## config.mk

```make
export PLATFORM = sky130hd
export DESIGN_NAME = heap_k_way_merge
export DESIGN_NICKNAME = d
export VERILOG_FILES = /design/src/rtl/core/hkm_pkg.sv /design/src/rtl/core/hkm_ram.sv /design/src/rtl/core/hkm_ctrl.sv /design/src/rtl/core/hkm_dp.sv /design/src/rtl/core/heap_k_way_merge.sv
export VERILOG_INCLUDE_DIRS = /design/src /design/src/rtl/core
export SDC_FILE = /design/constraint.sdc
export NUM_CORES = 1
export LEC_CHECK = 0
export BUFFER_PORTS_ARGS = -buffer_cell sky130_fd_sc_hd__buf_2
export CAP_MARGIN = 20
export CORE_ASPECT_RATIO = 0.5
export CORE_MARGIN = 5
export CORE_UTILIZATION = 55
export DETAILED_ROUTE_END_ITERATION = 16
export HOLD_SLACK_MARGIN = 0.03
export PLACE_DENSITY_LB_ADDON = 0.15
export REMOVE_ABC_BUFFERS = 1
export SYNTH_ARGS = -nofsm -noshare
export SYNTH_HDL_FRONTEND = slang
export SYNTH_HIERARCHICAL = 1
export SYNTH_SLANG_ARGS = --single-unit
```

## constraint.sdc

```tcl
create_clock -name clk -period 7 [get_ports clk]
set_clock_uncertainty 0.05 [all_clocks]
set_input_delay 0 -clock clk [delete_from_list [all_inputs] [get_ports clk]]
set_output_delay 0 -clock clk [all_outputs]
set_load 0.02 [all_outputs]
```

## src/rtl/core/assert_macros.svh

```systemverilog
// ----------------------------------------------------------------------------
// assert_macros.svh
// Concurrent assertion helpers. They compile to nothing when SYNTH is set.
// ----------------------------------------------------------------------------
`ifndef ASSERT_MACROS_SVH
`define ASSERT_MACROS_SVH

`ifndef SYNTH

// Check a condition in the same cycle as its trigger
`define ASSERT_SAME(label, clk, rst_n, trig, cond) \
    label: assert property (@(posedge clk) disable iff (!rst_n) (trig) |-> (cond)) \
        else $error("assertion failed");

// Check a condition in the cycle after its trigger
`define ASSERT_NEXT(label, clk, rst_n, trig, cond) \
    label: assert property (@(posedge clk) disable iff (!rst_n) (trig) |=> (cond)) \
        else $error("assertion failed");

`else

`define ASSERT_SAME(label, clk, rst_n, trig, cond)
`define ASSERT_NEXT(label, clk, rst_n, trig, cond)

`endif

`endif

```

## src/rtl/core/hkm_pkg.sv

```systemverilog
// ----------------------------------------------------------------------------
// hkm_pkg
// Shared types, codes and the node ordering for the heap k-way merge.
// ----------------------------------------------------------------------------
package hkm_pkg;

    localparam int LIST_COUNT_W = 5;
    localparam logic [LIST_COUNT_W-1:0] LIST_COUNT_RESET = 5'd16;

    // Register index bit of the configuration port
    localparam logic REG_LIST_COUNT = 1'b0;

    typedef struct packed {
        logic signed [31:0] value;
        logic [3:0]         list_id;
        logic               exhausted;
    } hkm_in_t;

    typedef struct packed {
        logic signed [31:0] merged_value;
        logic [3:0]         source_list;
        logic               last;
        logic               no_data;
    } hkm_out_t;

    // One heap entry: value and the list it came from
    typedef struct packed {
        logic signed [31:0] value;
        logic [3:0]         list_id;
    } hkm_node_t;

    localparam int NODE_W = $bits(hkm_node_t);

    typedef enum logic [2:0] {
        ST_IDLE,
        ST_UP,
        ST_LOAD,
        ST_DOWN,
        ST_EMIT
    } hkm_state_t;

    typedef enum logic [1:0] {
        EMIT_TOP,
        EMIT_END,
        EMIT_NODATA
    } hkm_emit_t;

    // Controller to datapath
    typedef struct packed {
        logic      fill_insert;
        logic      fill_inc;
        logic      fill_clr;
        logic      merge_replace;
        logic      merge_pop;
        logic      load_last;
        logic      up_step;
        logic      dn_step;
        logic      emit;
        hkm_emit_t emit_kind;
    } hkm_cmd_t;

    // Datapath to controller
    typedef struct packed {
        logic item_ex;
        logic fill_done;
        logic size_zero;
        logic size_one;
        logic size_full;
        logic up_swap;
        logic dn_move;
        logic out_free;
    } hkm_status_t;

    // Order by value, ties to the lower list number
    function automatic logic node_less(input hkm_node_t a, input hkm_node_t b);
        return (a.value < b.value) ||
               ((a.value == b.value) && (a.list_id < b.list_id));
    endfunction

endpackage

```

## src/rtl/core/hkm_ram.sv

```systemverilog
// ----------------------------------------------------------------------------
// hkm_ram
// Generic RAM: one write port, two read ports with registered read data.
// ----------------------------------------------------------------------------
module hkm_ram #(
    parameter int WIDTH = 36,
    parameter int DEPTH = 16
) (
    input  logic                     clk,
    input  logic                     we,
    input  logic [$clog2(DEPTH)-1:0] waddr,
    input  logic [WIDTH-1:0]         wdata,
    input  logic [$clog2(DEPTH)-1:0] raddr_a,
    output logic [WIDTH-1:0]         rdata_a,
    input  logic [$clog2(DEPTH)-1:0] raddr_b,
    output logic [WIDTH-1:0]         rdata_b
);

    logic [WIDTH-1:0] mem [DEPTH];

    // Write one word, read two
    always_ff @(posedge clk)
    begin
        if (we)
        begin
            mem[waddr] <= wdata;
        end
        rdata_a <= mem[raddr_a];
        rdata_b <= mem[raddr_b];
    end

endmodule

```

## src/rtl/core/hkm_ctrl.sv

```systemverilog
// ----------------------------------------------------------------------------
// hkm_ctrl
// Sequencer for the merge: fill, sift up, load, sift down, emit.
// ----------------------------------------------------------------------------
module hkm_ctrl (
    input  logic                clk,
    input  logic                rst_n,
    input  logic                item_valid,
    output logic                item_stall,
    input  hkm_pkg::hkm_status_t st,
    output hkm_pkg::hkm_cmd_t    cmd
);

    hkm_pkg::hkm_state_t state_reg, state_next;
    hkm_pkg::hkm_emit_t  kind_reg, kind_next;
    logic                merging_reg, merging_next;
    logic                emit_pend_reg, emit_pend_next;
    logic                do_insert;

    assign do_insert  = !st.item_ex && !st.size_full;
    assign item_stall = (state_reg != hkm_pkg::ST_IDLE);

    // Hold state
    always_ff @(posedge clk or negedge rst_n)
    begin
        if (!rst_n)
        begin
            state_reg     <= hkm_pkg::ST_IDLE;
            kind_reg      <= hkm_pkg::EMIT_TOP;
            merging_reg   <= 1'b0;
            emit_pend_reg <= 1'b0;
        end
        else
        begin
            state_reg     <= state_next;
            kind_reg      <= kind_next;
            merging_reg   <= merging_next;
            emit_pend_reg <= emit_pend_next;
        end
    end

    // Next state
    always_comb
    begin
        state_next     = state_reg;
        kind_next      = kind_reg;
        merging_next   = merging_reg;
        emit_pend_next = emit_pend_reg;
        case (state_reg)
            hkm_pkg::ST_IDLE:
            begin
                if (item_valid)
                begin
                    if (!merging_reg)
                    begin
                        if (st.fill_done)
                        begin
                            if (st.size_zero && st.item_ex)
                            begin
                                kind_next  = hkm_pkg::EMIT_NODATA;
                                state_next = hkm_pkg::ST_EMIT;
                            end
                            else
                            begin
                                merging_next   = 1'b1;
                                kind_next      = hkm_pkg::EMIT_TOP;
                                emit_pend_next = 1'b1;
                                state_next     = do_insert ? hkm_pkg::ST_UP
                                                           : hkm_pkg::ST_EMIT;
                            end
                        end
                        else
                        begin
                            emit_pend_next = 1'b0;
                            if (do_insert)
                            begin
                                state_next = hkm_pkg::ST_UP;
                            end
                        end
                    end
                    else if (!st.item_ex)
                    begin
                        kind_next  = hkm_pkg::EMIT_TOP;
                        state_next = hkm_pkg::ST_DOWN;
                    end
                    else if (st.size_one)
                    begin
                        merging_next = 1'b0;
                        kind_next    = hkm_pkg::EMIT_END;
                        state_next   = hkm_pkg::ST_EMIT;
                    end
                    else
                    begin
                        kind_next  = hkm_pkg::EMIT_TOP;
                        state_next = hkm_pkg::ST_LOAD;
                    end
                end
            end
            hkm_pkg::ST_UP:
            begin
                if (!st.up_swap)
                begin
                    state_next = emit_pend_reg ? hkm_pkg::ST_EMIT : hkm_pkg::ST_IDLE;
                end
            end
            hkm_pkg::ST_LOAD:
            begin
                state_next = hkm_pkg::ST_DOWN;
            end
            hkm_pkg::ST_DOWN:
            begin
                if (!st.dn_move)
                begin
                    state_next = hkm_pkg::ST_EMIT;
                end
            end
            hkm_pkg::ST_EMIT:
            begin
                if (st.out_free)
                begin
                    state_next = hkm_pkg::ST_IDLE;
                end
            end
            default:
            begin
                state_next = hkm_pkg::ST_IDLE;
            end
        endcase
    end

    // Commands
    always_comb
    begin
        cmd           = '0;
        cmd.emit_kind = kind_reg;
        case (state_reg)
            hkm_pkg::ST_IDLE:
            begin
                if (item_valid)
                begin
                    if (!merging_reg)
                    begin
                        cmd.fill_insert = do_insert;
                        cmd.fill_inc    = !st.fill_done;
                        cmd.fill_clr    = st.fill_done;
                    end
                    else
                    begin
                        cmd.merge_replace = !st.item_ex;
                        cmd.merge_pop     = st.item_ex;
                    end
                end
            end
            hkm_pkg::ST_UP:
            begin
                cmd.up_step = 1'b1;
            end
            hkm_pkg::ST_LOAD:
            begin
                cmd.load_last = 1'b1;
            end
            hkm_pkg::ST_DOWN:
            begin
                cmd.dn_step = 1'b1;
            end
            hkm_pkg::ST_EMIT:
            begin
                cmd.emit = st.out_free;
            end
            default:
            begin
                cmd = '0;
            end
        endcase
    end

endmodule

```

## src/rtl/core/hkm_dp.sv

```systemverilog
// ----------------------------------------------------------------------------
// hkm_dp
// Heap datapath: node RAM, moving entry, sift compare and result register.
// ----------------------------------------------------------------------------
`include "assert_macros.svh"

module hkm_dp #(
    parameter int MAX_LISTS = 16
) (
    input  logic                                  clk,
    input  logic                                  rst_n,
    input  hkm_pkg::hkm_in_t                      item,
    input  logic [hkm_pkg::LIST_COUNT_W-1:0]      list_count,
    input  hkm_pkg::hkm_cmd_t                     cmd,
    output hkm_pkg::hkm_status_t                  st,
    output hkm_pkg::hkm_out_t                     result,
    output logic                                  result_valid,
    input  logic                                  result_stall
);

    localparam int AW = $clog2(MAX_LISTS);
    localparam int SW = $clog2(MAX_LISTS + 1);

    logic [SW-1:0]      size_reg;
    logic [SW-1:0]      fill_reg;
    logic [SW-1:0]      eff_count;
    logic [AW-1:0]      pos_reg;
    hkm_pkg::hkm_node_t elem_reg;
    hkm_pkg::hkm_node_t top_reg;
    hkm_pkg::hkm_out_t  out_reg;
    logic               out_valid_reg;

    hkm_pkg::hkm_node_t rd_a, rd_b, wdata, node_in, node_rep, cand, best_node;
    logic               we;
    logic [AW-1:0]      raddr_a, raddr_b;
    logic [AW-1:0]      parent_pos, grand_pos, ins_pos, ins_parent, last_pos, best_pos;
    logic [AW+1:0]      left_idx, right_idx, size_ext;
    logic [AW:0]        nl_idx, nr_idx;
    logic               lv, rv, take_left, take_right, up_swap, dn_move;

    // Clamp the configured count to 1..MAX_LISTS
    always_comb
    begin
        if (list_count == '0)
        begin
            eff_count = SW'(1);
        end
        else if (int'(list_count) > MAX_LISTS)
        begin
            eff_count = SW'(MAX_LISTS);
        end
        else
        begin
            eff_count = SW'(list_count);
        end
    end

    assign node_in  = '{value: item.value, list_id: item.list_id};
    assign node_rep = '{value: item.value, list_id: top_reg.list_id};

    // Tree positions
    assign parent_pos = AW'((pos_reg - 1'b1) >> 1);
    assign grand_pos  = AW'((parent_pos - 1'b1) >> 1);
    assign ins_pos    = size_reg[AW-1:0];
    assign ins_parent = AW'((ins_pos - 1'b1) >> 1);
    assign last_pos   = AW'(size_reg - 1'b1);
    assign left_idx   = {1'b0, pos_reg, 1'b1};
    assign right_idx  = left_idx + 1'b1;
    assign size_ext   = (AW + 2)'(size_reg);
    assign lv         = left_idx < size_ext;
    assign rv         = right_idx < size_ext;

    // Compare the moving entry against parent or children
    assign up_swap    = (pos_reg != '0) && hkm_pkg::node_less(elem_reg, rd_a);
    assign take_left  = lv && hkm_pkg::node_less(rd_a, elem_reg);
    assign cand       = take_left ? rd_a : elem_reg;
    assign take_right = rv && hkm_pkg::node_less(rd_b, cand);
    assign dn_move    = take_left || take_right;
    assign best_node  = take_right ? rd_b : rd_a;
    assign best_pos   = take_right ? right_idx[AW-1:0] : left_idx[AW-1:0];
    assign nl_idx     = {best_pos, 1'b1};
    assign nr_idx     = nl_idx + 1'b1;

    // Select read addresses
    always_comb
    begin
        raddr_a = parent_pos;
        raddr_b = '0;
        if (cmd.fill_insert)
        begin
            raddr_a = ins_parent;
        end
        else if (cmd.merge_replace || cmd.load_last)
        begin
            raddr_a = AW'(1);
            raddr_b = AW'(2);
        end
        else if (cmd.merge_pop)
        begin
            raddr_a = last_pos;
        end
        else if (cmd.up_step)
        begin
            raddr_a = grand_pos;
        end
        else if (cmd.dn_step)
        begin
            raddr_a = nl_idx[AW-1:0];
            raddr_b = nr_idx[AW-1:0];
        end
    end

    // Write back at the current position
    always_comb
    begin
        we    = 1'b0;
        wdata = elem_reg;
        if (cmd.up_step)
        begin
            we    = 1'b1;
            wdata = up_swap ? rd_a : elem_reg;
        end
        else if (cmd.dn_step)
        begin
            we    = 1'b1;
            wdata = dn_move ? best_node : elem_reg;
        end
    end

    hkm_ram #(
        .WIDTH (hkm_pkg::NODE_W),
        .DEPTH (MAX_LISTS)
    ) u_heap (
        .clk     (clk),
        .we      (we),
        .waddr   (pos_reg),
        .wdata   (wdata),
        .raddr_a (raddr_a),
        .rdata_a (rd_a),
        .raddr_b (raddr_b),
        .rdata_b (rd_b)
    );

    // Track heap size, fill count and result valid
    always_ff @(posedge clk or negedge rst_n)
    begin
        if (!rst_n)
        begin
            size_reg      <= '0;
            fill_reg      <= '0;
            out_valid_reg <= 1'b0;
        end
        else
        begin
            if (cmd.fill_insert)
            begin
                size_reg <= size_reg + 1'b1;
            end
            else if (cmd.merge_pop)
            begin
                size_reg <= size_reg - 1'b1;
            end
            if (cmd.fill_clr)
            begin
                fill_reg <= '0;
            end
            else if (cmd.fill_inc)
            begin
                fill_reg <= fill_reg + 1'b1;
            end
            if (cmd.emit)
            begin
                out_valid_reg <= 1'b1;
            end
            else if (!result_stall)
            begin
                out_valid_reg <= 1'b0;
            end
        end
    end

    // Advance the moving entry, mirror the root, load the result word
    always_ff @(posedge clk)
    begin
        if (cmd.fill_insert)
        begin
            pos_reg  <= ins_pos;
            elem_reg <= node_in;
        end
        else if (cmd.merge_replace)
        begin
            pos_reg  <= '0;
            elem_reg <= node_rep;
        end
        else if (cmd.load_last)
        begin
            pos_reg  <= '0;
            elem_reg <= rd_a;
        end
        else if (cmd.up_step && up_swap)
        begin
            pos_reg <= parent_pos;
        end
        else if (cmd.dn_step && dn_move)
        begin
            pos_reg <= best_pos;
        end
        if (we && (pos_reg == '0))
        begin
            top_reg <= wdata;
        end
        if (cmd.emit)
        begin
            case (cmd.emit_kind)
                hkm_pkg::EMIT_TOP:
                begin
                    out_reg <= '{merged_value: top_reg.value, source_list: top_reg.list_id,
                                 last: 1'b0, no_data: 1'b0};
                end
                hkm_pkg::EMIT_NODATA:
                begin
                    out_reg <= '{merged_value: '0, source_list: '0,
                                 last: 1'b1, no_data: 1'b1};
                end
                default:
                begin
                    out_reg <= '{merged_value: '0, source_list: '0,
                                 last: 1'b1, no_data: 1'b0};
                end
            endcase
        end
    end

    assign result       = out_reg;
    assign result_valid = out_valid_reg;

    // Status back to the sequencer
    always_comb
    begin
        st.item_ex   = item.exhausted;
        st.fill_done = ({1'b0, fill_reg} + 1'b1) >= {1'b0, eff_count};
        st.size_zero = (size_reg == '0);
        st.size_one  = (size_reg == SW'(1));
        st.size_full = (size_reg == SW'(MAX_LISTS));
        st.up_swap   = up_swap;
        st.dn_move   = dn_move;
        st.out_free  = !out_valid_reg || !result_stall;
    end

    `ASSERT_NEXT(a_emit_valid, clk, rst_n, cmd.emit, out_valid_reg)
    `ASSERT_NEXT(a_insert_grows, clk, rst_n, cmd.fill_insert, size_reg == $past(size_reg) + 1'b1)
    `ASSERT_NEXT(a_sift_deeper, clk, rst_n, cmd.dn_step && dn_move, pos_reg > $past(pos_reg))
    `ASSERT_SAME(a_size_bound, clk, rst_n, cmd.fill_insert, size_reg < SW'(MAX_LISTS))

endmodule

```

## src/rtl/core/heap_k_way_merge.sv

```systemverilog
// ----------------------------------------------------------------------------
// heap_k_way_merge
// K-way merge of sorted signed streams through a min-heap of (value, list).
// ----------------------------------------------------------------------------
// Use: program list_count over the APB port while idle, then send one head
// word per list on the item channel (value, list_id, exhausted). After the
// last head word a result word gives the minimum and its source_list; the
// next item word must come from that list (its list_id is then ignored).
// Each merge item yields one result word; when the heap drains, a word with
// last=1 (and no_data=1 if every list was empty) closes the run and the block
// returns to the fill phase.
// Timing: the item channel takes one word, then stalls while the heap is
// updated; the next word is taken in the cycle the block is back in idle.
// A fill word is taken in idle; an inserted head adds one sift-up step per
// level climbed plus one to settle, and the final head word adds a step to
// load the result register. A merge word is taken in idle, then a step
// fetches the last entry when its list is exhausted, one sift-down step per
// level moved plus one to settle follows, and a last step loads the result
// register; when an exhausted mark drains the heap, only the step that
// loads the result register follows.
// The rate is set by the heap RAM, one compare-and-write level per cycle.
// A stalled result holds in the output register; a new item is still taken
// meanwhile and waits in the emit step until the register frees up.
// Reset empties the heap, enters the fill phase and sets list_count to 16;
// there is no clearing pass.
// ----------------------------------------------------------------------------
module heap_k_way_merge #(
    parameter int MAX_LISTS = 16
) (
    input  logic              clk,
    input  logic              rst_n,
    input  logic              item_valid,
    output logic              item_stall,
    input  hkm_pkg::hkm_in_t  item,
    output logic              result_valid,
    input  logic              result_stall,
    output hkm_pkg::hkm_out_t result,
    input  logic              psel,
    input  logic              penable,
    input  logic              pwrite,
    input  logic [2:0]        paddr,
    input  logic [31:0]       pwdata,
    output logic [31:0]       prdata,
    output logic              pready
);

    logic [hkm_pkg::LIST_COUNT_W-1:0] list_count_reg;
    hkm_pkg::hkm_cmd_t                cmd;
    hkm_pkg::hkm_status_t             st;
    logic                             reg_sel;

    assign reg_sel = (paddr[2] == hkm_pkg::REG_LIST_COUNT);
    assign pready  = 1'b1;

    // Write the list count register
    always_ff @(posedge clk or negedge rst_n)
    begin
        if (!rst_n)
        begin
            list_count_reg <= hkm_pkg::LIST_COUNT_RESET;
        end
        else if (psel && penable && pwrite && reg_sel)
        begin
            list_count_reg <= pwdata[hkm_pkg::LIST_COUNT_W-1:0];
        end
    end

    // Read back
    assign prdata = reg_sel ? {{(32 - hkm_pkg::LIST_COUNT_W){1'b0}}, list_count_reg} : '0;

    hkm_ctrl u_ctrl (
        .clk        (clk),
        .rst_n      (rst_n),
        .item_valid (item_valid),
        .item_stall (item_stall),
        .st         (st),
        .cmd        (cmd)
    );

    hkm_dp #(
        .MAX_LISTS (MAX_LISTS)
    ) u_dp (
        .clk          (clk),
        .rst_n        (rst_n),
        .item         (item),
        .list_count   (list_count_reg),
        .cmd          (cmd),
        .st           (st),
        .result       (result),
        .result_valid (result_valid),
        .result_stall (result_stall)
    );

endmodule
```

-- Yosys cells after proc, flatten, opt, wreduce, memory -nomap -nowiden
Memories as Yosys holds them, arrays and structs flattened. A register that Yosys moved wholly into a read port is not among the register bits.
Index checks and enable logic that the tools add are counted.
- add/subtract/negate cells: 9
- order comparisons: 10
- eq/ne operators: 17
- multiplexer cells: 73
- bitwise logic cells: 2
- reductions and logical operators: 42
- operators with widths (operator ; count):
    $mux W36 ; 9
    $eq A32 B32 Y1 ; 3
    $lt A32 B32 Y1 ; 3
    $pmux W38 S2 ; 1
    $mux W4 ; 16
    $mux W5 ; 9
    $mux W3 ; 13
    $mux W1 ; 18
    $pmux W3 S5 ; 1
    $logic_and A1 B1 Y1 ; 14
    $add A5 B1 Y6 const B ; 2
    $lt A4 B4 Y1 ; 3
    $mux W2 ; 6
    $add A5 B1 Y5 const B ; 2
    $logic_not A5 Y1 ; 2
    $ne A2 B2 Y1 const B ; 4
    $sub A4 B1 Y4 const B ; 2
    $eq A3 B2 Y1 const B ; 2
    $ge A6 B5 Y1 ; 1
    $logic_or A1 B1 Y1 ; 6
    $lt A6 B5 Y1 ; 1
    $reduce_bool A2 Y1 ; 3
    $reduce_bool A3 Y1 ; 2
    $eq A5 B1 Y1 const B ; 1
    other kinds (23) ; 29
- bits in registers: 137
- memory bits (writable): 576
- word-level logic and storage cells: 171
- memories: 1
- memory list (name ; words ; bits a word ; rd ports ; clocked after Yosys merged registers in ; wr ports ; line ; source):
    u_dp.u_heap.mem ; 16 ; 36 ; 2 ; 2 ; 1 ; hkm_ram.sv:19 ; logic [WIDTH-1:0] mem [DEPTH];

-- Logic depth before layout (Yosys ltp)
- depth after elaboration: 16
- gate-level depth with buffers: 28
- depth with buffers taken out: 22

-- Hierarchy
Netlist, hierarchy kept.
- by module, submodules not included (module ; times used ; cells each ; area each (um^2) ; sequential area each (um^2)):
    hkm_ram ; 1 ; 1277 ; 27232.4 ; 18738.0
    hkm_dp ; 1 ; 770 ; 8554.5 ; 3698.5
    hkm_ctrl ; 1 ; 62 ; 518.0 ; 175.2
    heap_k_way_merge ; 1 ; 46 ; 467.9 ; 126.4

-- Worst setup path after synthesis
OpenSTA, ideal clock, no wires.
- path type: flip-flop to flip-flop
- from: register u_dp/elem_reg[18] (netlist bit)
- to: register u_dp.u_heap.rdata_a[25], read port of u_dp.u_heap.mem
- library setup time: 0.120 ns
- data arrival time: 5.922 ns
- required time: 6.830 ns
- path slack: 0.909 ns
- cell stages (with the launch flop): 28
- path buffers: 6
- cell sequence: edfxtp_1 inv_1 ha_1 a21oi_1 nand2_1 a221o_1 o31a_1 nor3_2 o21a_1 buf_2 buf_2 buf_4 mux2i_1 ha_1 nand4_1 nor4_2 inv_1 o221ai_1 mux2i_1 o2bb2ai_2 o21ai_2 a311o_1 buf_2 buf_4 clkbuf_1 mux4_2 a22oi_1 nand2_1
- cells in the longest elaborated chain, start to end: 15
- elaborated cells between the ends (all ways): 18
- RTL lines (item ; line ; source):
    start, declared ; hkm_dp.sv:28 ; hkm_pkg::hkm_node_t elem_reg;
    start signal, assigned ; hkm_dp.sv:188 ; elem_reg <= node_in;
    start signal, assigned ; hkm_dp.sv:193 ; elem_reg <= node_rep;
    start signal, assigned ; hkm_dp.sv:198 ; elem_reg <= rd_a;
    branches (longest 4 deep; another with $lt A32 B32 Y1) ; n/a ;
    $mux W36 * ; hkm_dp.sv:76 ; assign cand = take_left ? rd_a : elem_reg;
    branches (longest 2 deep; another with $lt A32 B32 Y1) ; n/a ;
    $logic_or A1 B1 Y1 * ; hkm_pkg.sv:76 ; return (a.value < b.value) ||
    $logic_and A1 B1 Y1 * ; hkm_dp.sv:77 ; assign take_right = rv && hkm_pkg::node_less(rd_b, cand);
    $mux W4 * ; hkm_dp.sv:80 ; assign best_pos = take_right ? right_idx[AW-1:0] : left_idx[AW-1:0];
    $mux W4 * ; hkm_dp.sv:106 ; else if (cmd.dn_step)
    $mux W4 * ; hkm_dp.sv:102 ; else if (cmd.up_step)
    $mux W4 * ; hkm_dp.sv:98 ; else if (cmd.merge_pop)
    $mux W4 * ; hkm_dp.sv:93 ; else if (cmd.merge_replace || cmd.load_last)
    $mux W4 * ; hkm_dp.sv:89 ; if (cmd.fill_insert)
    net u_dp.raddr_a[1] ; hkm_dp.sv:35 ; logic [AW-1:0] raddr_a, raddr_b;
    end, declared ; hkm_ram.sv:14 ; output logic [WIDTH-1:0] rdata_a,
Mark *: on every way through the listed nets, which the timed path passes.
A chain may end at the register's enable or synchronous reset.

-- Worst setup path after layout
- from: register u_dp/elem_reg[27] (netlist bit)
- to: register u_dp.u_heap.rdata_b[17], read port of u_dp.u_heap.mem
- cells in the longest elaborated chain, start to end: 16
- elaborated cells between the ends (all ways): 19
- RTL lines (item ; line ; source):
    branches (longest 4 deep; another with $lt A32 B32 Y1) ; n/a ;
    $mux W36 * ; hkm_dp.sv:76 ;
    branches (longest 2 deep; another with $lt A32 B32 Y1) ; n/a ;
    $logic_or A1 B1 Y1 * ; hkm_pkg.sv:76 ;
    $logic_and A1 B1 Y1 * ; hkm_dp.sv:77 ;
    $mux W4 * ; hkm_dp.sv:80 ;
    $add A4 B1 Y4 * ; hkm_dp.sv:82 ; assign nr_idx = nl_idx + 1'b1;
    $mux W4 * ; hkm_dp.sv:106 ;
    $mux W4 * ; hkm_dp.sv:102 ;
    $mux W4 * ; hkm_dp.sv:98 ;
    $mux W4 * ; hkm_dp.sv:93 ;
    $mux W4 * ; hkm_dp.sv:89 ;
    net u_dp.raddr_b[1] ; hkm_dp.sv:35 ;
    end, declared ; hkm_ram.sv:16 ; output logic [WIDTH-1:0] rdata_b
Marked as above.

==> summary.txt <==
CTS root buf = clkbuf_16
Most flops, register = u_dp/u_heap/mem
final critical-path share of the clock period = 94.56%
Worst EP arrival = 7.08 ns
crit path launch = u_dp/elem_reg[27]
FMAX = 151.1 MHz
leakage = 14.11 nW
Vias/cell = 6.581
worst relative slew slack = 20.97%
crit path capture type = register
r2r setup slk = 0.38 ns
outcome = finished, final reports clean
Final HPWL DP = 56.35 mm
clock-pin transition on the worst setup and hold timing paths = 0.07 ns
Post-Synth XOR/XNOR Area = 0.4764%
max reg flops = 576
Compound-Gate Fraction of Synth Area = 6.390%
EDFF count, synth = 690
Worst Min Path Start = result_stall
Place WS = 0.2977 ns
reg2reg path depth = 23
Slew Limit Fails = 0
main combinational cell family by area after synthesis = multiplexers
Slew @ Worst Pin = 1.183 ns
FF-to-FF End = u_dp/u_heap/rdata_b[17]
Buf/Inv on CP = 4
maximum fanout along the worst path = 36
chip height = 192.8 µm
Setup Crit Path Kind = reg -> reg
synth top area cells = edfxtp_1, mux4_2, dfxtp_1
die area = 0.07245 mm²
Final setup viols = 0
Setup crit end = u_dp/u_heap/rdata_b[17]
Cell Area, Synth = 0.03677 mm²
Crit path required time = 7.46 ns
TritonRoute pass-1 iters = 6
CP Depth = 23
max incr delay on CP = 0.55 ns
IO buf count = 94
Synth top area share = 56.35%
startpoint types = register
post-synthesis sequential area ratio = 61.83%
critical path, cell by cell = inv_1, ha_1, nand4_1, nor4_2, o31a_1, nor3_4, o21a_2, buf_12, mux2i_1, ha_1, nand4_1, nor4_2, nand4_1, a2111oi_1, o2bb2ai_2, o21ai_4, nor2_1, o31a_2, buf_12, buf_12, mux4_2, a22oi_1, nand2_1
setup ws final = 0.3806 ns
Max-Cap Viols = 0
DR vias = 21.54k
final hold vios = 0
Synth area leader = edfxtp_1
CTS tree = done
CORE AREA = 0.06656 mm²
clock sinks = 785
n_diodes = 0
min Tclk post-route = 6.619 ns
global-route wire length before repair = 140.1 mm
Hold Crit Class = in -> reg
async set-reset flop share out of synthesis = 2.930%
Yosys reg bits = 785
largest net degree at the start of global routing = 145
Max Root-Sink Buffers = 3
mux cell area share after synthesis = 20.13%
Power Total = 23.55 mW
share of cells above drive strength 1 = 27.95%
vias in the first global route = 21.53k
# rows = 67
clk_lat worst skew = 0.63 ns
number of CTS-inserted buffers = 70
DR iter-0 viols = 2603
GPL Wtd Cong = 0.9273
H-tree level count = 3
Post-Syn Instances = 2155
hold path cells = 4
Initial Util = 55.25%
WL per Instance = 29.38 µm
simple-gate area share of the yosys netlist = 4.985%
antenna viol nets, final = 0
Worst path top cell family by delay = simple AND/OR/NAND/NOR gates
Cell variety after synth = 77
maximum vdd drop = 0.7533 mV
ys flop type = edfxtp_1
P&R area growth vs syn = 12.80%
NumNets Final = 2491
drt total wl = 96.15 mm
total track usage = 26.74%
reg2reg start = u_dp/elem_reg[27]
die width = 375.7 µm
Synth Area in Adders = 3.130%
synth cell count leaders = edfxtp_1, mux4_2, a22oi_1, nand2_1, ha_1
initial antenna violation count = 0
Top Ports = 152
pwr dens = 567.8 mW/mm²
grt ovf = 0
mean post-synth cell area = 17.06 µm²
RSZ-0062 raised after global routing = no
# DRC = 0
final core utilization = 62.32%
count leader, synth = edfxtp_1
Warnings, synthesis = 6
Crit-path slowest cell = nor4_2
## per-layer routing
layer / part of all wire [%] / global-route usage [%]
met5: 0 / 0
met1: 41 / 38.27
met4: 2.7 / 7.701
met3: 11 / 6.925
met2: 46 / 41.18
## cell families after synthesis
kind of cell | Yosys count
XOR/XNOR | 20
AND/OR/NAND/NOR | 353
flip-flops | 785
other | 3
multiplexers | 374
adder cells (fa/ha/maj) | 92
AO/OA/AOI/OAI | 310
buffers and inverters | 218
## power by group
part	switching (mW)	total, mW	internal, mW
Sequential	0.563	7.83	7.27
Combinational	6.74	11.9	5.12
Clock	1.71	3.86	2.16
## cells in the final DEF, fill, tap and decap left out, types with 8 or more instances in the layout
cell,Yosys,final
mux2i_1,43,42
o21a_1,13,12
buf_12,0,19
buf_4,38,58
clkbuf_1,64,17
a22oi_1,146,145
xnor2_1,12,12
o21ai_0,26,26
clkinv_1,0,14
nor2_4,2,19
ha_1,92,92
nor2_1,46,29
nor2b_1,12,8
nand2b_1,8,8
clkinv_2,0,8
dlygate4sd3_1,0,53
nand3_1,41,41
o221a_1,30,30
clkbuf_16,0,71
a211oi_1,10,10
mux2_2,43,43
a31oi_1,9,9
inv_1,57,56
buf_2,38,94
dfxtp_1,72,72
xor2_1,8,8
edfxtp_1,690,690
and2_1,46,44
a21oi_1,27,27
mux4_2,288,288
conb_1,3,29
nand2_1,119,119
dfrtp_1,22,22
nor3_1,20,16
nand4_1,17,17
## cell type report
cell class,instances,area [µm²]
inverter,57,214.0
clock buffer,93,1909
clock inverter,35,349.1
multi-input combinational,1178,13260
tap,897,1122
timing repair buffer,228,1888
fill,4702,25080
sequential,785,22740
## what timing repair did
action                                  CTS  global route
endpoints found under the setup margin    0           472
hold buffers                             53             0
hold endpoints to repair                 79             0
gates resized for setup                   0             6
buffers inserted                          0             0
## stage by stage
| stage | cell area, µm² | setup TNS, ns | hold WS (ns) | std cells |
|---|---|---|---|---|
| final | 41480 | 0 | 0.1485 | 3273 |
| after global routing | 41480 | 0 | 0.1635 | 3273 |
| after CTS | 41400 | 0 | 0.1174 | 3270 |
| after detailed placement | 38610 | 0 | -0.04007 | 3089 |
| after global placement | 38610 | 0 | -0.04001 | 3089 |
| after floorplan | 35970 | -790.43 | -0.3456 | 2020 |
## worst reg2reg max path, cell delays in order (launching register included)
cell and delay, ns:
edfxtp_1 0.40, inv_1 0.08, ha_1 0.32, nand4_1 0.29, nor4_2 0.55, o31a_1 0.41, nor3_4 0.11, o21a_2 0.25
buf_12 0.17, mux2i_1 0.17, ha_1 0.33, nand4_1 0.19, nor4_2 0.53, nand4_1 0.34, a2111oi_1 0.46, o2bb2ai_2 0.19
o21ai_4 0.11, nor2_1 0.13, o31a_2 0.22, buf_12 0.21, buf_12 0.28, mux4_2 0.37, a22oi_1 0.25, nand2_1 0.10
## worst min-delay path by stage
| stage | endpoint | slack, ns |
|---|---|---|
| after floorplan | list_count_reg[0] | -0.35 |
| after global placement | u_dp/result_valid | -0.04 |
| after detailed placement | u_dp/result_valid | -0.04 |
| after CTS | u_dp/result_valid | 0.12 |
| after global routing | u_dp/result_valid | 0.16 |
| final | u_dp/result_valid | 0.15 |
Note: power is estimated with default switching activity, not from simulation.
